--- src/sv/bblur_pkg.sv ---
// Shared types, constants and arithmetic helpers for the 3x3 box blur.
`default_nettype none
package bblur_pkg;

   localparam int MAX_WIDTH  = 1024;
   localparam int MAX_HEIGHT = 4096;

   localparam int COL_W = $clog2(MAX_WIDTH);
   localparam int ROW_W = $clog2(MAX_HEIGHT);

   localparam int WIDTH_REG_W  = 11;
   localparam int HEIGHT_REG_W = 13;
   localparam int CSR_DATA_W   = 13;
   localparam int CSR_INDEX_W  = 1;

   localparam int XCMP_W = (COL_W > WIDTH_REG_W) ? COL_W : WIDTH_REG_W;
   localparam int YCMP_W = (ROW_W > HEIGHT_REG_W) ? ROW_W : HEIGHT_REG_W;

   localparam logic [CSR_INDEX_W-1:0] CSR_IMAGE_WIDTH  = CSR_INDEX_W'(0);
   localparam logic [CSR_INDEX_W-1:0] CSR_IMAGE_HEIGHT = CSR_INDEX_W'(1);

   localparam logic [WIDTH_REG_W-1:0]  WIDTH_RESET  = WIDTH_REG_W'(1024);
   localparam logic [HEIGHT_REG_W-1:0] HEIGHT_RESET = HEIGHT_REG_W'(768);

   localparam int CHAN_W      = 8;
   localparam int PIX_W       = 3 * CHAN_W;
   localparam int CSUM_W      = 10;
   localparam int SUM_W       = 12;
   localparam int X_W         = 13;
   localparam int RECIP_W     = 16;
   localparam int RECIP_SHIFT = 16;
   localparam int CNT_W       = 4;
   localparam int SEL_W       = 2;
   localparam int NUM_CELLS   = 3;

   typedef struct packed {
      logic [CHAN_W-1:0] red_in;
      logic [CHAN_W-1:0] green_in;
      logic [CHAN_W-1:0] blue_in;
   } req_type;

   typedef struct packed {
      logic [CHAN_W-1:0] red_out;
      logic [CHAN_W-1:0] green_out;
      logic [CHAN_W-1:0] blue_out;
      logic              run_last;
      logic              frame_last;
   } rsp_type;

   typedef struct packed {
      logic [CHAN_W-1:0] red;
      logic [CHAN_W-1:0] green;
      logic [CHAN_W-1:0] blue;
   } pixel_type;

   // row0: two rows up, row1: one row up, row2: current row
   typedef struct packed {
      pixel_type row0;
      pixel_type row1;
      pixel_type row2;
   } col_type;

   typedef struct packed {
      logic [CSUM_W-1:0] red;
      logic [CSUM_W-1:0] green;
      logic [CSUM_W-1:0] blue;
   } csum_type;

   typedef struct packed {
      logic             shift;
      logic [SEL_W-1:0] rlo;
   } cell_ctl_type;

   typedef struct packed {
      logic             load;
      logic [SEL_W-1:0] rlo;
      logic [SEL_W-1:0] clo;
   } mean_ctl_type;

   function automatic logic [CNT_W-1:0] win_count(logic [SEL_W-1:0] rlo,
                                                  logic [SEL_W-1:0] clo);
      return CNT_W'((3 - int'(rlo)) * (3 - int'(clo)));
   endfunction

   // ceil(2^16 / (2*count)); exact quotient for every reachable numerator
   function automatic logic [RECIP_W-1:0] recip(logic [CNT_W-1:0] cnt);
      logic [RECIP_W-1:0] m;
      unique case (cnt)
         CNT_W'(1): m = RECIP_W'(32768);
         CNT_W'(2): m = RECIP_W'(16384);
         CNT_W'(3): m = RECIP_W'(10923);
         CNT_W'(4): m = RECIP_W'(8192);
         CNT_W'(6): m = RECIP_W'(5462);
         CNT_W'(9): m = RECIP_W'(3641);
         default:   m = '0;
      endcase
      return m;
   endfunction

endpackage
`default_nettype wire

--- src/sv/bblur_mean.sv ---
// Window mean: registered column total, then reciprocal multiply per channel.
`default_nettype none
module bblur_mean (
   input  wire                                           clock,
   input  bblur_pkg::mean_ctl_type                       ctl,
   input  bblur_pkg::csum_type [bblur_pkg::NUM_CELLS-1:0] csum,
   output bblur_pkg::pixel_type                          mean
);

   logic [bblur_pkg::X_W-1:0]     xr_ff, xg_ff, xb_ff;
   logic [bblur_pkg::X_W-1:0]     xr_in, xg_in, xb_in;
   logic [bblur_pkg::RECIP_W-1:0] recip_ff;
   logic [bblur_pkg::CNT_W-1:0]   cnt;
   logic [bblur_pkg::X_W+bblur_pkg::RECIP_W-1:0] pr, pg, pb;

   function automatic logic [bblur_pkg::X_W-1:0] numer(
      logic [bblur_pkg::SEL_W-1:0]  clo,
      logic [bblur_pkg::CNT_W-1:0]  n,
      logic [bblur_pkg::CSUM_W-1:0] s0,
      logic [bblur_pkg::CSUM_W-1:0] s1,
      logic [bblur_pkg::CSUM_W-1:0] s2);
      logic [bblur_pkg::SUM_W-1:0] t;
      t = bblur_pkg::SUM_W'(s2);
      if (clo <= bblur_pkg::SEL_W'(1)) t = t + bblur_pkg::SUM_W'(s1);
      if (clo == bblur_pkg::SEL_W'(0)) t = t + bblur_pkg::SUM_W'(s0);
      return {t, 1'b0} + bblur_pkg::X_W'(n);
   endfunction

   assign cnt   = bblur_pkg::win_count(ctl.rlo, ctl.clo);
   assign xr_in = numer(ctl.clo, cnt, csum[0].red, csum[1].red, csum[2].red);
   assign xg_in = numer(ctl.clo, cnt, csum[0].green, csum[1].green, csum[2].green);
   assign xb_in = numer(ctl.clo, cnt, csum[0].blue, csum[1].blue, csum[2].blue);

   always_ff @(posedge clock) begin
      if (ctl.load) begin
         xr_ff    <= xr_in;
         xg_ff    <= xg_in;
         xb_ff    <= xb_in;
         recip_ff <= bblur_pkg::recip(cnt);
      end
   end

   assign pr = xr_ff * recip_ff;
   assign pg = xg_ff * recip_ff;
   assign pb = xb_ff * recip_ff;

   assign mean.red   = pr[bblur_pkg::RECIP_SHIFT +: bblur_pkg::CHAN_W];
   assign mean.green = pg[bblur_pkg::RECIP_SHIFT +: bblur_pkg::CHAN_W];
   assign mean.blue  = pb[bblur_pkg::RECIP_SHIFT +: bblur_pkg::CHAN_W];

endmodule
`default_nettype wire

--- config.mk ---
export PLATFORM = sky130hd
export DESIGN_NAME = bblur_mean
export DESIGN_NICKNAME = d
export VERILOG_FILES = /design/src/sv/bblur_pkg.sv /design/src/sv/bblur_mean.sv
export SDC_FILE = /design/constraint.sdc
export NUM_CORES = 1
export LEC_CHECK = 0
export BUFFER_PORTS_ARGS = -buffer_cell sky130_fd_sc_hd__buf_2
export CORE_MARGIN = 2
export CORE_UTILIZATION = 35
export DETAILED_ROUTE_END_ITERATION = 7
export GPL_ROUTABILITY_DRIVEN = 1
export HOLD_SLACK_MARGIN = 0.08
export PLACE_DENSITY_LB_ADDON = 0.2
export SLEW_MARGIN = 40
export SYNTH_ARGS = -nofsm -noshare
export SYNTH_HDL_FRONTEND = slang
export SYNTH_SLANG_ARGS = --single-unit
--- constraint.sdc ---
create_clock -name clock -period 7.3 [get_ports clock]
set_clock_uncertainty 0.05 [all_clocks]
set_input_delay 0.365 -clock clock [delete_from_list [all_inputs] [get_ports clock]]
set_output_delay 0.365 -clock clock [all_outputs]
set_load 0.05 [all_outputs]
==> results.sh, run 1 <==
export IMPL_io_buffer_count=119
export IMPL_drtAntennaViolNets=0
export IMPL_syn_area_mm2=0.0202
export IMPL_cp_arrival_ns=6.38
export IMPL_cts_hold_buf=0
export IMPL_grt_pass1_vias=15976
export IMPL_cts_buffer_depth=2
export IMPL_cts_sinks=45
export IMPL_num_antenna_cells=0
export IMPL_htree_levels=2
export IMPL_async_reset_ff_share_pct=0
export IMPL_core_rowCount=88
export IMPL_hold_depth=3
export IMPL_regArea_mm2=0.00135
export IMPL_start_kind="register"
export IMPL_path_clk_slew_ns=0.06
export IMPL_synth_top_cell_area_share_pct=38.0
export IMPL_path_max_fanout=10
export IMPL_tightest_slew_ns=0.811
export IMPL_crit_path_start="recip_ff[10]"
export IMPL_dr_first_iter_drc_count=694
export IMPL_fin_nets=3072
export IMPL_grt_pass1_wl_um=84700
export IMPL_die_y_um=244
export IMPL_gr_total_overflow=0
export IMPL_antenna_found_initial=1
export IMPL_seq_area_frac_synth_pct=6.68
export IMPL_crit_required_ns=6.88
export IMPL_cts_root_buf="clkbuf_16"
export IMPL_max_freq_ghz=0.147
export IMPL_synth_top_flop_cell="edfxtp_1"
export IMPL_syn_avg_cell_area_um2=9.00
export IMPL_maxCapViolations=0
export IMPL_multi_input_area_mm2=0.0164
export IMPL_min_from="ctl[2]"
export IMPL_ys_seq_elements=45
export IMPL_drcViolationCount=0
export IMPL_grt_usage_pct=17.9
export IMPL_die_x_um=244
export IMPL_hold_viol_final=0
export IMPL_hold_path_class="input pin to register"
export IMPL_status="finished, final reports clean"
export IMPL_yosysTopAreaCell="fa_1"
export IMPL_rsz0062_at_grt="no"
export IMPL_hold_path_end="recip_ff[11]"
export IMPL_synth_fp_nets=2969
export IMPL_tritoncts="yes"
export IMPL_synthDistinctLibCells=85
export IMPL_cp_end_kind="output pin"
export IMPL_start_util_pct=35.2
export IMPL_dp_hpwl_um=46400
export IMPL_setup_tns_ns=0
export IMPL_final_layout_size_suffix_gt1_share_pct=8.29
export IMPL_fin_crit_ns=6.79
export IMPL_via_per_inst=4.72
export IMPL_slew_violations=0
export IMPL_synthTopCellsByArea="fa_1 (38%), ha_1 (15%), inv_1 (11%)"
export IMPL_setup_viol=0
export IMPL_synth_warnings=0
export IMPL_first_pass_iters=5
export IMPL_slew_headroom_pct=45.9
export IMPL_core_mm2=0.0574
export IMPL_vias=14722
export IMPL_synth_edf_count=45
export IMPL_post_drt_wl_per_cell_um=16.5
export IMPL_numCtsBuffers=5
export IMPL_grt_max_degree=46
export IMPL_areaGrowthSynthToFinish_pct=8.54
export IMPL_die_area_mm2=0.0597
export IMPL_nFillCells=5843
export IMPL_routed_wl_um=51500
export IMPL_io_pins=120
export IMPL_place_gp_congestion=0.914
export IMPL_synthCells=2247
export IMPL_fin_crit_sh_pct=93.0
export IMPL_critical_path_class="register to output pin"
[placed cells by master, fill, tap and decap left out, types with 15 or more instances in the layout]
cell / count
a21o_1: 32
a21oi_1: 53
and2_1: 124
buf_2: 118
buf_4: 27
edfxtp_1: 45
fa_1: 384
ha_1: 242
inv_1: 601
nand2_1: 213
nand3_1: 20
nor2_1: 67
nor3_1: 22
o21a_1: 15
o21ai_0: 42
xnor2_1: 71
xor2_1: 49
[synthesized netlist by cell type, drive strengths merged (12+ instances only)]
library cell	number
and3	15
and2	124
o21ai	47
xor2	49
clkbuf	41
nand3	21
inv	603
o31ai	13
buf	12
ha	242
a31oi	13
o21a	15
edfxtp	45
a21oi	53
nand2	213
nand2b	13
nor3	23
nor2	68
a21o	32
fa	384
xnor2	71
[worst max-delay path by stage]
| stage | end | cells past startpoint |
|---|---|---|
| final | mean[23] | 22 |
| after global routing | mean[23] | 22 |
| after CTS | mean[23] | 21 |
| after detailed placement | mean[23] | 21 |
| after global placement | mean[23] | 21 |
| after floorplan | mean[15] | 19 |
[sequential cells by signal (all words and copies together) (netlist names)]
register  cells
xr_ff        13
xb_ff        12
xg_ff        12
recip_ff      8
[layer usage]
layer	GRT usage [%]	share of wire [%]
met5	0	0.021
met4	3.07	1.3
met3	0.867	3.1
met2	31.1	48
met1	25.1	47
[final cells by class]
cell class,instances,area share (%)
Multi-Input combinational cell,1546,74.7
Tap cell,765,4.36
Inverter,603,10.3
Clock inverter,1,0.0342
Timing Repair Buffer,149,3.84
Clock buffer,7,0.604
Sequential cell,45,6.16
[metrics by stage]
stage	setup slack [ns]	utilization, %	hold slack (ns)	instance area [um^2]	cells
2_1_floorplan	0.687	-	0.427	20200	2247
6_report	0.510	38.3	0.505	21900	3116
3_5_place_dp	0.593	38.0	0.812	21800	3105
4_1_cts	0.252	38.2	0.505	21900	3113
5_1_grt	0.129	38.3	0.518	21900	3116
3_3_place_gp	0.439	37.9	0.809	21700	3101
[cell families (layout without fill, tap and decap cells)]
family	Yosys count	after routing	share of synthesized area, %
AOI/OAI and AO/OA	255	255	8.97
and+or+nand+nor	528	528	12.9
xor gates and xnor gates	121	121	5.31
buffers and inverters	656	760	12.2
muxes	16	16	0.860
adders and majority gates	626	626	53.0
DFF	45	45	6.68
[critical path: stages (launching register included)]
cell      delay (ns)
edfxtp_1        0.58
buf_6           0.23
buf_6           0.15
and2_1          0.15
fa_1            0.50
inv_1           0.05
fa_1            0.47
inv_1           0.07
fa_1            0.50
fa_1            0.54
inv_1           0.05
fa_1            0.47
inv_1           0.04
ha_1            0.30
a211o_1         0.26
a21oi_1         0.10
o21ai_0         0.10
o221a_2         0.32
a211oi_1        0.39
o31ai_1         0.19
a21oi_1         0.21
xnor2_1         0.13
buf_2           0.28
[repair_timing]
| action | 4_1_cts | 5_1_grt |
|---|---|---|
| setup endpoints to repair | 0 | 1 |
| setup buffers | 0 | 3 |
| gates resized for setup | 0 | 0 |
Power of run 1 is not shown: default switching activity piles up to over one toggle a cycle in this logic, so the estimate is an artifact.
==> inputs of run 2 (changes only) <==
--- a/config.mk
+++ b/config.mk
@@ -10,6 +10,7 @@
 export CORE_UTILIZATION = 35
 export DETAILED_ROUTE_END_ITERATION = 7
 export GPL_ROUTABILITY_DRIVEN = 1
+export GPL_TIMING_DRIVEN = 0
 export HOLD_SLACK_MARGIN = 0.08
 export PLACE_DENSITY_LB_ADDON = 0.2
 export SLEW_MARGIN = 40
==> run 2 against run 1 <==
  * Hold slack lost 0.012 ns
  * Highest routed layer is now met4
  * Fmax shrank 3.6%
  * Critical endpoint is now mean[12]
  * Die area is the same
  * Wire length grew 7.8%
  * Critical path depth grew 1
  * Sequential share of layout area is essentially flat
==> results.sh, run 2 (synthesis results as in run 1) <==
export IMPL_final_common_cell="inv_1"
export IMPL_post_cts_setup_buffer_count=0
export IMPL_setup_tns_ns=0
export IMPL_via_per_inst=4.79
export IMPL_crit_required_ns=6.88
export IMPL_final_cell_mix="inv_1 (601), fa_1 (382), ha_1 (242)"
export IMPL_maxCapViolations=0
export IMPL_num_antenna_cells=0
export IMPL_die_x_um=244
export IMPL_path_max_fanout=10
export IMPL_fin_crit_ns=7.04
export IMPL_tritoncts="yes"
export IMPL_critical_path_class="register to output pin"
export IMPL_first_pass_iters=5
export IMPL_grt_pass1_wl_um=89000
export IMPL_fin_util_pct=38.4
export IMPL_core_mm2=0.0574
export IMPL_crit_top_cell="inv_1"
export IMPL_io_pins=120
export IMPL_max_freq_ghz=0.142
export IMPL_vias=15020
export IMPL_cts_buffer_depth=2
export IMPL_htree_levels=2
export IMPL_cp_end_kind="output pin"
export IMPL_hold_path_class="input pin to register"
export IMPL_hold_slack_ns=0.494
export IMPL_min_from="ctl[2]"
export IMPL_drcViolationCount=0
export IMPL_dp_hpwl_um=49400
export IMPL_cts_hold_buf=0
export IMPL_numCtsBuffers=5
export IMPL_start_kind="register"
export IMPL_grt_usage_pct=19.2
export IMPL_cp_arrival_ns=6.63
export IMPL_reg_top3="xr_ff x13, xb_ff x12, xg_ff x12"
export IMPL_largest_reg_flops=13
export IMPL_critical_path_max_stage_delay_ns=0.57
export IMPL_io_buffer_count=117
export IMPL_place_gp_congestion=0.958
export IMPL_path_clk_slew_ns=0.07
export IMPL_antenna_found_initial=0
export IMPL_fin_nets=3092
export IMPL_hold_viol_final=0
export IMPL_crit_slowest_cell="fa_2"
export IMPL_gr_total_overflow=0
export IMPL_tightest_slew_ns=0.814
export IMPL_drtAntennaViolNets=0
export IMPL_crit_chain="clkbuf_2 > clkbuf_2 > nand2_1 > inv_1 > fa_2 > inv_1 > fa_1 > inv_1 > fa_1 > fa_1 > inv_1 > fa_1 > inv_1 > ha_1 > a21o_1 > a21oi_1 > o21bai_1 > o311a_1 > o21ai_2 > nand2b_1 > a21oi_1 > xnor2_1 > buf_4"
export IMPL_cts_root_buf="clkbuf_16"
export IMPL_crit_path_start="recip_ff[12]"
export IMPL_die_area_mm2=0.0597
export IMPL_fin_crit_sh_pct=96.5
export IMPL_start_util_pct=35.2
export IMPL_dr_first_iter_drc_count=745
export IMPL_cts_sinks=45
export IMPL_hold_depth=3
export IMPL_routed_wl_um=55500
export IMPL_fin_cells=3136
export IMPL_core_rowCount=88
export IMPL_status="finished, final reports clean"
export IMPL_die_y_um=244
export IMPL_grt_max_degree=46
export IMPL_grt_pass1_vias=16340
export IMPL_dp_cells=3130
export IMPL_slew_headroom_pct=45.7
export IMPL_slew_violations=0
export IMPL_largest_register="xr_ff"
export IMPL_final_layout_size_suffix_gt1_share_pct=8.39
export IMPL_post_drt_wl_per_cell_um=17.7
export IMPL_setup_viol=0
export IMPL_areaGrowthSynthToFinish_pct=8.98
## run 2: cell count changes in the layout (fill, tap and decap cells not counted), sizes merged
cell      before  now
buf          149  131
clkbuf         7   43
inv          603  606
clkinvlp       1    0
## run 2: per-layer routing
metal / vias up / track usage, % / share of wire [%]
met2: 402 / 33.4 / 48
met5: - / 0 / 0
met1: 7366 / 25.7 / 44
met3: 79 / 1.22 / 4.4
met4: 0 / 5.65 / 2.9
li1: 7173 / - / -
## run 2: path summary, 6_finish.rpt
check,to,slack [ns]
setup / recovery,mean[12],0.26
hold / removal,recip_ff[11],0.49
## run 2: timing repair
| action | CTS | global route |
|---|---|---|
| resized for setup | 23 | 18 |
| pin swaps | 0 | 2 |
| setup endpoints to repair | 23 | 10 |
## run 2: critical path: cells and delay by family, from the launching register on
family / cells / cell delay [ns]
xor+xnor: 1 / 0.21
buf+inv: 8 / 1.19
flops: 1 / 0.42
simple gates: 2 / 0.29
compound gates: 6 / 1.34
fa+ha+maj: 6 / 2.87
## run 2: layout make-up
type | instances | area [um^2]
Clock inverter | 3 | 28.8
Inverter | 603 | 2260
Fill cell | 5819 | 35300
Multi-Input combinational cell | 1546 | 16500
Buffer | 51 | 241
Tap cell | 765 | 957
Sequential cell | 45 | 1350
Clock buffer | 5 | 125
Timing Repair Buffer | 118 | 601
## run 2: per-stage QoR
stage / setup slack, ns / cell area [um^2]
global placement: -0.928 / 21800
detailed placement: -0.818 / 21800
floorplan: 0.687 / 20200
finish: 0.256 / 22000
global route: -0.0135 / 22000
CTS: 0.0129 / 22000
Power of run 2 is left out for the same reason.
