**src/sv/bblur_pkg.sv**
```systemverilog
// Shared types, constants and arithmetic helpers for the 3x3 box blur.
`default_nettype none
package bblur_pkg;

   localparam int MAX_WIDTH  = 1024;
   localparam int MAX_HEIGHT = 4096;

   localparam int COL_W = $clog2(MAX_WIDTH);
   localparam int ROW_W = $clog2(MAX_HEIGHT);

   localparam int WIDTH_REG_W  = 11;
   localparam int HEIGHT_REG_W = 13;
   localparam int CSR_DATA_W   = 13;
   localparam int CSR_INDEX_W  = 1;

   localparam int XCMP_W = (COL_W > WIDTH_REG_W) ? COL_W : WIDTH_REG_W;
   localparam int YCMP_W = (ROW_W > HEIGHT_REG_W) ? ROW_W : HEIGHT_REG_W;

   localparam logic [CSR_INDEX_W-1:0] CSR_IMAGE_WIDTH  = CSR_INDEX_W'(0);
   localparam logic [CSR_INDEX_W-1:0] CSR_IMAGE_HEIGHT = CSR_INDEX_W'(1);

   localparam logic [WIDTH_REG_W-1:0]  WIDTH_RESET  = WIDTH_REG_W'(1024);
   localparam logic [HEIGHT_REG_W-1:0] HEIGHT_RESET = HEIGHT_REG_W'(768);

   localparam int CHAN_W      = 8;
   localparam int PIX_W       = 3 * CHAN_W;
   localparam int CSUM_W      = 10;
   localparam int SUM_W       = 12;
   localparam int X_W         = 13;
   localparam int RECIP_W     = 16;
   localparam int RECIP_SHIFT = 16;
   localparam int CNT_W       = 4;
   localparam int SEL_W       = 2;
   localparam int NUM_CELLS   = 3;

   typedef struct packed {
      logic [CHAN_W-1:0] red_in;
      logic [CHAN_W-1:0] green_in;
      logic [CHAN_W-1:0] blue_in;
   } req_type;

   typedef struct packed {
      logic [CHAN_W-1:0] red_out;
      logic [CHAN_W-1:0] green_out;
      logic [CHAN_W-1:0] blue_out;
      logic              run_last;
      logic              frame_last;
   } rsp_type;

   typedef struct packed {
      logic [CHAN_W-1:0] red;
      logic [CHAN_W-1:0] green;
      logic [CHAN_W-1:0] blue;
   } pixel_type;

   // row0: two rows up, row1: one row up, row2: current row
   typedef struct packed {
      pixel_type row0;
      pixel_type row1;
      pixel_type row2;
   } col_type;

   typedef struct packed {
      logic [CSUM_W-1:0] red;
      logic [CSUM_W-1:0] green;
      logic [CSUM_W-1:0] blue;
   } csum_type;

   typedef struct packed {
      logic             shift;
      logic [SEL_W-1:0] rlo;
   } cell_ctl_type;

   typedef struct packed {
      logic             load;
      logic [SEL_W-1:0] rlo;
      logic [SEL_W-1:0] clo;
   } mean_ctl_type;

   function automatic logic [CNT_W-1:0] win_count(logic [SEL_W-1:0] rlo,
                                                  logic [SEL_W-1:0] clo);
      return CNT_W'((3 - int'(rlo)) * (3 - int'(clo)));
   endfunction

   // ceil(2^16 / (2*count)); exact quotient for every reachable numerator
   function automatic logic [RECIP_W-1:0] recip(logic [CNT_W-1:0] cnt);
      logic [RECIP_W-1:0] m;
      unique case (cnt)
         CNT_W'(1): m = RECIP_W'(32768);
         CNT_W'(2): m = RECIP_W'(16384);
         CNT_W'(3): m = RECIP_W'(10923);
         CNT_W'(4): m = RECIP_W'(8192);
         CNT_W'(6): m = RECIP_W'(5462);
         CNT_W'(9): m = RECIP_W'(3641);
         default:   m = '0;
      endcase
      return m;
   endfunction

endpackage
`default_nettype wire

```
**src/sv/bblur_cell.sv**
```systemverilog
// Window column cell: holds three pixels of one column and passes them on.
`default_nettype none
module bblur_cell (
   input  wire                     clock,
   input  bblur_pkg::cell_ctl_type ctl,
   input  bblur_pkg::col_type      col_in,
   output bblur_pkg::col_type      col_out,
   output bblur_pkg::csum_type     csum
);

   bblur_pkg::col_type col_ff;

   function automatic logic [bblur_pkg::CSUM_W-1:0] col_sum(
      logic [bblur_pkg::SEL_W-1:0]  rlo,
      logic [bblur_pkg::CHAN_W-1:0] a,
      logic [bblur_pkg::CHAN_W-1:0] b,
      logic [bblur_pkg::CHAN_W-1:0] c);
      logic [bblur_pkg::CSUM_W-1:0] s;
      s = bblur_pkg::CSUM_W'(c);
      if (rlo <= bblur_pkg::SEL_W'(1)) s = s + bblur_pkg::CSUM_W'(b);
      if (rlo == bblur_pkg::SEL_W'(0)) s = s + bblur_pkg::CSUM_W'(a);
      return s;
   endfunction

   always_ff @(posedge clock) begin
      if (ctl.shift) begin
         col_ff <= col_in;
      end
   end

   assign col_out    = col_ff;
   assign csum.red   = col_sum(ctl.rlo, col_ff.row0.red, col_ff.row1.red, col_ff.row2.red);
   assign csum.green = col_sum(ctl.rlo, col_ff.row0.green, col_ff.row1.green,
                               col_ff.row2.green);
   assign csum.blue  = col_sum(ctl.rlo, col_ff.row0.blue, col_ff.row1.blue,
                               col_ff.row2.blue);

endmodule
`default_nettype wire

```
**config.mk**
```make
export PLATFORM = sky130hd
export DESIGN_NAME = bblur_cell
export DESIGN_NICKNAME = d
export VERILOG_FILES = /design/src/sv/bblur_pkg.sv /design/src/sv/bblur_cell.sv
export SDC_FILE = /design/constraint.sdc
export NUM_CORES = 1
export LEC_CHECK = 0
export ABC_AREA = 0
export CORE_ASPECT_RATIO = 1.25
export CORE_UTILIZATION = 60
export CTS_CLUSTER_DIAMETER = 30
export CTS_CLUSTER_SIZE = 14
export DETAILED_ROUTE_END_ITERATION = 10
export DONT_BUFFER_PORTS = 1
export GPL_TIMING_DRIVEN = 0
export PLACE_DENSITY = 0.76
export SLEW_MARGIN = 20
export SYNTH_ARGS = -nofsm -noshare
export SYNTH_HDL_FRONTEND = slang
export SYNTH_SLANG_ARGS = --single-unit
```
**constraint.sdc**
```tcl
create_clock -name clock -period 5.8 [get_ports clock]
set_input_delay 0.87 -clock clock [delete_from_list [all_inputs] [get_ports clock]]
set_output_delay 0.87 -clock clock [all_outputs]
set_load 0.1 [all_outputs]
```
==> metrics.txt, run 1 <==
Critical-path top delay cell nor3b_4; Comb pwr share 0.401; synth cell count leaders edfxtp_1, ha_1, nor2_1; Post-Syn Nets 548; CTS Buf Count 9; Post-Route WL 10700 um; Via density 6.30; Area contributors post-synth edfxtp_1, ha_1, nor2_1, xor2_1, mux2_2; antenna violations before repair 0; row cnt 35; DRC 0; Crit Path Class flop to output pin; Least-Margin Pin Slew 1180 ps; yosys warns 0; Required @ worst endpoint 4930 ps; Post-CTS Setup Bufs 0; CP Capture Type output pin; H-tree levels 3; Fill cells 537; count of cell types in the netlist 40; pwr dens 434 nW/um^2; Layout area overhead 10.6%; die width 80.5 um; maximum vdd drop 0.266 mV; type of the worst min-delay path input port to flop; Initial Utilization 0.624; Sw Share 0.522; dpl cell area 4890 sq um; clock share of power 0.171; max reg flops 72; PnR Total Power 0.00222 W; WL per Instance 20.5 um; final std cells w/o fill 523; Mapped Cells 415; Post-DP HPWL 8170 um; Highest Clock Rate 180 MHz; Layout Utilization 0.690; Die ar. 8050 sq um; io pins 178; Leak 1.98 nW; 1st-iter DRT viols 116; startpoint types flop; total internal power 0.00106 W; CP Max Fanout 5; sequential share of power 0.429; first-pass GRT wire length 15800 um; worst stage delay on the critical path 920 ps; vias in the first global route 3282; Psw 0.00116 W; drt first pass iters 4; Core Region 7400 sq um; placed insts 508; Tot GR Track Use 0.268; DR vias 3297; root buffer cell clkbuf_8; Final Critical Period 5570 ps; GP Congestion 0.857; Vert. Die Dim 100 um; CTS Sinks 72; CTS tree built; final setup fails 0; number of synthesized flops with an enable pin 72; PortBufs 0; final antenna-violating net count 0; final cycle utilization of the critical path 0.960; Max-Cap Viols 0; CTS clk-pin slew, worst paths 80 ps; # diodes 0; Crit path arrival time 4700 ps; Design Area, Final 5110 sq um; Hold Fails Final Rpt 0; top cell type's share of synthesized area 0.468; flops & latches, synth 72; nets@finish 560; Setup Total Neg Slack 0 ps; clk buf depth 2; GRT Residual Overflow 0; largest net degree at the start of global routing 73; Primary FF master, synth edfxtp_1; count of pins over their slew limit 0; share of layout cells above drive strength 1 0.146; Synth Cell Area 4620 sq um; count leader, synth edfxtp_1; worst path cell trace ha_2, fa_1, a21oi_1, nor2b_1, nor3_1, o31ai_2, ha_1, nand3_1, o211ai_1, nor3_1, nor3_2, a21oi_1, nor3b_4; post-synthesis sequential area ratio 0.468; leading area contributor after synthesis edfxtp_1; status complete, no violations; fraction of registers with async set or reset after synthesis 0; Worst slew margin 0.215; Mapped Avg Cell Area 11.1 sq um
[final cells by class]
cell class	count	area, sq um	share of cell area
Clock buffer	9	124	0.0242
Sequential cell	72	2160	0.423
Multi-Input combinational cell	320	2540	0.498
Buffer	9	36.3	0.00710
Timing Repair Buffer	1	15.0	0.00294
Clock inverter	6	61.3	0.0120
Inverter	14	52.6	0.0103
Tap cell	92	115	0.0225
[metal layers]
metal,track usage,vias to the layer above,wire [um]
met2,0.464,137,5550
met4,0.117,0,153
li1,-,1575,-
met5,0,-,0
met3,0.0964,11,992
met1,0.291,1574,4010
[power groups by stage]
stage | clock (W) | sequential, W | combinational [W]
3_3_place_gp | 0 | 0.000961 | 0.000798
6_report | 0.000378 | 0.000951 | 0.000888
2_1_floorplan | 0 | 0.000950 | 0.000729
4_1_cts | 0.000386 | 0.000951 | 0.000879
3_5_place_dp | 0 | 0.000963 | 0.000871
5_1_grt | 0.000400 | 0.000956 | 0.000950
[cells by family after synthesis]
group | after synthesis | share of synthesized area
AOI/OAI and AO/OA | 108 | 0.151
xor gates and xnor gates | 32 | 0.0607
buffers and inverters | 23 | 0.0190
muxes | 15 | 0.0360
and+or+nand+nor | 108 | 0.101
DFF | 72 | 0.468
adders and majority gates | 57 | 0.164
[layout by cell type (no fill, tap or decap), types with 13 or more instances in the layout]
cell and n:
nand2_1 31, nor2_1 40, o21ai_0 25, a21oi_1 22, edfxtp_1 72, ha_1 50
mux2_2 13, xor2_1 17, inv_1 14, xnor2_1 15
[path summary, 6_finish.rpt]
| path | start | endpoint | slack, ps | cells past startpoint |
|---|---|---|---|---|
| max | col_out[40] | csum[29] | 230 | 13 |
| min | col_in[31] | col_out[31] | 610 | 0 |
[critical path: cells and delay by family (launching register included)]
| kind | cells | cell delay [ps] |
|---|---|---|
| adder cells (fa/ha/maj) | 3 | 1180 |
| flip-flops | 1 | 790 |
| AND/OR/NAND/NOR | 6 | 1610 |
| AO/OA/AOI/OAI | 4 | 750 |
[per-stage QoR]
stage	hold slack, ps	setup WS [ps]
after floorplan	969	194
after global placement	969	-341
after detailed placement	969	33.7
after CTS	591	51.8
after global routing	591	-14.0
final	607	231
[what timing repair did]
action / CTS / global route
pin swaps: 0 / 2
gates resized for setup: 2 / 7
endpoints found under the setup margin: 1 / 5
endpoints found under the hold margin: 0 / 0
hold buffers: 0 / 0
Power figures use the tool's default switching activity.
==> run 2, diff against run 1 <==
--- a/config.mk
+++ b/config.mk
@@ -7,13 +7,13 @@
 export LEC_CHECK = 0
 export ABC_AREA = 0
 export CORE_ASPECT_RATIO = 1.25
-export CORE_UTILIZATION = 60
+export CORE_UTILIZATION = 40
 export CTS_CLUSTER_DIAMETER = 30
 export CTS_CLUSTER_SIZE = 14
 export DETAILED_ROUTE_END_ITERATION = 10
 export DONT_BUFFER_PORTS = 1
 export GPL_TIMING_DRIVEN = 0
-export PLACE_DENSITY = 0.76
+export RECOVER_POWER = 100
 export SLEW_MARGIN = 20
 export SYNTH_ARGS = -nofsm -noshare
 export SYNTH_HDL_FRONTEND = slang
==> metrics.txt, run 2 (synthesized netlist as in run 1, its figures left out) <==
CTS Buf Count 9 (unchanged); GP Congestion 0.799 (was 0.857); Required @ worst endpoint 4930 ps (about the same); type of the worst min-delay path input port to flop (unchanged); CTS tree built (unchanged); Critical-path top delay cell nor3b_4 (unchanged); Fill cells 1033 (was 537); failing checks design-rule violations, max-capacitance violations, max-slew violations; total internal power 0.00118 W (was 0.00106 W); Post-Route WL 11200 um (was 10700 um); final worst slack 289 ps (was 231 ps); pre-CTS setup slack -33.9 ps (was 33.7 ps); setup repair after global routing missed its margin no; vias in the first global route 3378 (was 3282); antenna violations before repair 0 (unchanged); Initial Utilization 0.413 (was 0.624); clock share of power 0.225 (was 0.171); Tot GR Track Use 0.191 (was 0.268); Hold Startpoint col_in[25] (was col_in[31]); final cycle utilization of the critical path 0.950 (was 0.960); Max-Cap Viols 8 (was 0); # diodes 0 (unchanged); Setup Total Neg Slack 0 ps (unchanged); WHS 636 ps (was 607 ps); maximum vdd drop 0.177 mV (was 0.266 mV); status complete, but fails checks (was complete, no violations); Sw Share 0.495 (was 0.522); register area 2160 sq um (unchanged); DRC 9 (was 0); Vert. Die Dim 122 um (was 100 um); Crit Path Class flop to output pin (unchanged); most frequent cells in the layout edfxtp_1, ha_1, nor2_1 (unchanged); nets@finish 560 (unchanged); Crit path arrival time 4640 ps (was 4700 ps); Highest Clock Rate 181 MHz (was 180 MHz); PnR Total Power 0.00234 W (was 0.00222 W); drt first pass iters 9 (was 4); CTS clk-pin slew, worst paths 60 ps (was 80 ps); CP startpoint col_out[40] (unchanged); Comb pwr share 0.367 (was 0.401); Layout area overhead 12.2% (was 10.6%); Post-DP HPWL 8670 um (was 8170 um); die width 98.1 um (was 80.5 um); Post-CTS Setup Bufs 0 (unchanged); most common cell after layout, fill and taps aside edfxtp_1 (unchanged); count of pins over their slew limit 8 (was 0); CTS Sinks 72 (unchanged); 1st-iter DRT viols 109 (was 116); CP Max Fanout 5 (unchanged); first-pass GRT wire length 17400 um (was 15800 um); worst path cell trace ha_2, fa_1, a21oi_1, nor2b_1, nor3_1, o31ai_2, ha_1, nand3_1, o211ai_1, nor3_1, nor3_2, a21oi_1, nor3b_4 (unchanged); DR vias 3268 (was 3297); Core Region 11200 sq um (was 7400 sq um); final setup fails 0 (unchanged); root buffer cell clkbuf_16 (was clkbuf_8); Final Critical Period 5510 ps (was 5570 ps); Least-Margin Pin Slew 2030 ps (was 1180 ps); CP Capture Type output pin (unchanged); Worst slew margin -0.352 (was 0.215); GRT Residual Overflow 0 (unchanged); row cnt 43 (was 35); PortBufs 0 (unchanged); pwr dens 451 nW/um^2 (was 434 nW/um^2); Via density 5.76 (was 6.30); max reg flops 72 (unchanged); WL per Instance 19.8 um (was 20.5 um); Layout Utilization 0.463 (was 0.690); largest net degree at the start of global routing 73 (unchanged); worst stage delay on the critical path 900 ps (was 920 ps); sequential share of power 0.408 (was 0.429); multi-input combinational cell area 2470 sq um (was 2540 sq um); Psw 0.00116 W (about the same); share of layout cells above drive strength 1 0.111 (was 0.146); H-tree levels 3 (unchanged); Hold Fails Final Rpt 0 (unchanged); clk buf depth 2 (unchanged); io pins 178 (unchanged); final antenna-violating net count 0 (unchanged); Leak 2.00 nW (was 1.98 nW); Die ar. 12000 sq um (was 8050 sq um); startpoint types flop (unchanged); # hold bufs at CTS 0 (unchanged)
[run 2: layer usage]
| metal | share of wire | routed length (um) | GRT usage | vias up |
|---|---|---|---|---|
| met2 | 0.51 | 5700 | 0.347 | 123 |
| met5 | 0 | 0 | 0 | - |
| li1 | - | - | - | 1576 |
| met4 | 0.032 | 362 | 0.0833 | 0 |
| met1 | 0.39 | 4380 | 0.204 | 1550 |
| met3 | 0.068 | 761 | 0.0568 | 19 |
[run 2: layout make-up]
cell class | count | share of cell area
flip-flops and latches | 72 | 0.417
plain buffers | 9 | 0.00700
inverters | 14 | 0.0101
repair buffers | 1 | 0.000966
well taps | 135 | 0.0326
multi-input cells | 320 | 0.478
clock inverters | 4 | 0.00869
clock buffers | 12 | 0.0456
[run 2: power groups by stage]
stage / Combinational [W] / Clock, W / Sequential (W)
2_1_floorplan: 0.000729 / 0 / 0.000950
3_3_place_gp: 0.000805 / 0 / 0.000963
3_5_place_dp: 0.000879 / 0 / 0.000964
4_1_cts: 0.000887 / 0.000538 / 0.000954
5_1_grt: 0.000926 / 0.000559 / 0.000958
6_report: 0.000859 / 0.000526 / 0.000953
[run 2: what timing repair did]
| action | in CTS | in global routing |
|---|---|---|
| cloned | 0 | 0 |
| pin swaps | 0 | 3 |
| endpoints found under the setup margin | 2 | 5 |
| resized for setup | 2 | 8 |
[run 2: worst paths after layout]
kind | end | depth (start not counted) | slack (ps)
hold / removal | col_out[25] | 0 | 640
setup / recovery | csum[29] | 13 | 290
[run 2: worst max-delay path: cells and delay by family (launching register included)]
family | cells | cell delay [ps]
and+or+nand+nor | 6 | 1600
DFF | 1 | 780
AOI/OAI and AO/OA | 4 | 730
adders and majority gates | 3 | 1190
[run 2: through the flow]
stage | instance area [sq um] | std cells
after floorplan | 4630 | 415
after global placement | 4800 | 550
after detailed placement | 4950 | 551
after CTS | 5250 | 567
after global routing | 5180 | 567
final | 5180 | 567
==> run 3, diff against run 2 <==
--- a/config.mk
+++ b/config.mk
@@ -6,7 +6,8 @@
 export NUM_CORES = 1
 export LEC_CHECK = 0
 export ABC_AREA = 0
-export CORE_ASPECT_RATIO = 1.25
+export CAP_MARGIN = 0
+export CORE_ASPECT_RATIO = 1.5
 export CORE_UTILIZATION = 40
 export CTS_CLUSTER_DIAMETER = 30
 export CTS_CLUSTER_SIZE = 14
==> metrics.txt, run 3 (synthesized netlist as in run 1, its figures left out) <==
CTS clk-pin slew, worst paths 60 ps (about the same); Die ar. 12000 sq um (about the same); Max-Cap Viols 7 (was 8); CTS Sinks 72 (unchanged); CTS Buf Count 9 (unchanged); most common cell after layout, fill and taps aside edfxtp_1 (unchanged); final std cells w/o fill 580 (was 567); placed insts 563 (was 551); Leak 2.01 nW (was 2.00 nW); CTS tree built (unchanged); Via density 5.72 (was 5.76); Required @ worst endpoint 4930 ps (about the same); Layout area overhead 12.7% (was 12.2%); io pins 178 (unchanged); largest net degree at the start of global routing 73 (unchanged); max reg flops 72 (unchanged); Initial Utilization 0.416 (was 0.413); CP Capture Type output pin (unchanged); first-pass GRT wire length 17600 um (was 17400 um); final worst slack 125 ps (was 289 ps); Vert. Die Dim 134 um (was 122 um); CP Max Fanout 5 (unchanged); final antenna-violating net count 0 (unchanged); Post-DP HPWL 9110 um (was 8670 um); worst path cell trace ha_2, fa_1, a21oi_1, o21ai_0, o31ai_2, ha_1, nand3_1, o211ai_1, nor3_1, nor3_1, a21oi_1, nor3b_4 (was ha_2, fa_1, a21oi_1, nor2b_1, nor3_1, o31ai_2, ha_1, nand3_1, o211ai_1, nor3_1, nor3_2, a21oi_1, nor3b_4); clk buf depth 2 (unchanged); pre-CTS setup slack 1.40 ps (was -33.9 ps); failing checks max-capacitance violations, max-slew violations (was design-rule violations, max-capacitance violations, max-slew violations); Core Region 11100 sq um (was 11200 sq um); 1st-iter DRT viols 87 (was 109); final setup fails 0 (unchanged); vias in the first global route 3414 (was 3378); Fill cells 983 (was 1033); Layout Utilization 0.468 (was 0.463); CP startpoint col_out[40] (unchanged); WL per Instance 20.3 um (was 19.8 um); type of the worst min-delay path input port to flop (unchanged); Critical Path End csum[29] (unchanged); Final Critical Period 5680 ps (was 5510 ps); GRT Residual Overflow 0 (unchanged); DR vias 3315 (was 3268); multi-input combinational cell area 2470 sq um (about the same); Crit path arrival time 4810 ps (was 4640 ps); nets@finish 561 (was 560); Least-Margin Pin Slew 1910 ps (was 2030 ps); # diodes 0 (unchanged); setup repair after global routing missed its margin yes (was no); Worst slew margin -0.279 (was -0.352); status complete, but fails checks (unchanged); root buffer cell clkbuf_16 (unchanged); Critical-path top delay cell nor3b_4 (unchanged); pwr dens 452 nW/um^2 (was 451 nW/um^2); Tot GR Track Use 0.198 (was 0.191); maximum vdd drop 0.235 mV (was 0.177 mV); Post-Route WL 11800 um (was 11200 um); CP bufs+invs 0 (unchanged); count of pins over their slew limit 7 (was 8); PortBufs 0 (unchanged); Crit Path Class flop to output pin (unchanged); drt first pass iters 5 (was 9); register area 2160 sq um (unchanged); most frequent cells in the layout edfxtp_1, ha_1, nor2_1 (unchanged); row cnt 47 (was 43); worst stage delay on the critical path 880 ps (was 900 ps); Highest Clock Rate 176 MHz (was 181 MHz); H-tree levels 3 (unchanged); Hold Fails Final Rpt 0 (unchanged); WHS 627 ps (was 636 ps); DRC 0 (was 9); startpoint types flop (unchanged); Top Family by Delay on Critical Path simple AND/OR/NAND/NOR gates (unchanged); GP Congestion 0.823 (was 0.799); die width 89.7 um (was 98.1 um); antenna violations before repair 0 (unchanged); share of layout cells above drive strength 1 0.113 (was 0.111); CP Depth 12 (was 13); final cycle utilization of the critical path 0.979 (was 0.950)
## run 3: per-layer routing
layer  up-vias  part of all wire  GRT usage
met3        20             0.088     0.0839
met5         -                 0          0
met2       154              0.53      0.368
met1      1568              0.36      0.188
li1       1573                 -          -
met4         0             0.022     0.0838
## run 3: timing repair
action | 4_1_cts | 5_1_grt
buffers inserted | 1 | 0
hold buffers | 0 | 0
pin swaps | 2 | 1
endpoints found under the setup margin | 4 | 3
resized for setup | 4 | 4
## run 3: cell type report
| cell class | instances | area share |
|---|---|---|
| multi-input cells | 320 | 0.474 |
| clock inverters | 6 | 0.0115 |
| repair buffers | 2 | 0.00240 |
| plain buffers | 9 | 0.00697 |
| flip-flops and latches | 72 | 0.415 |
| clock buffers | 10 | 0.0440 |
| inverters | 14 | 0.0101 |
| well taps | 147 | 0.0353 |
## run 3: report_power, final
| part | total [W] | switching, W | internal, W |
|---|---|---|---|
| logic | 0.000862 | 0.000635 | 0.000227 |
| clock network | 0.000537 | 0.000207 | 0.000330 |
| registers | 0.000952 | 0.000329 | 0.000623 |
| total | 0.00235 | 0.00117 | 0.00118 |
## run 3: metrics by stage
step	cell area [sq um]	total power, W	setup TNS [ps]
floorplan	4630	0.00168	0
global placement	4810	0.00178	-1690
detailed placement	4970	0.00185	0
CTS	5280	0.00240	0
global route	5210	0.00245	-30.4
finish	5210	0.00235	0
## run 3: how the worst min path moves through the flow
stage / start / to / slack, ps / cells past startpoint
after floorplan: col_in[0] / col_out[0] / 970 / 0
after global placement: col_in[15] / col_out[15] / 970 / 0
after detailed placement: col_in[57] / col_out[57] / 970 / 0
after CTS: col_in[66] / col_out[66] / 610 / 0
after global routing: col_in[66] / col_out[66] / 610 / 0
final: col_in[66] / col_out[66] / 630 / 0
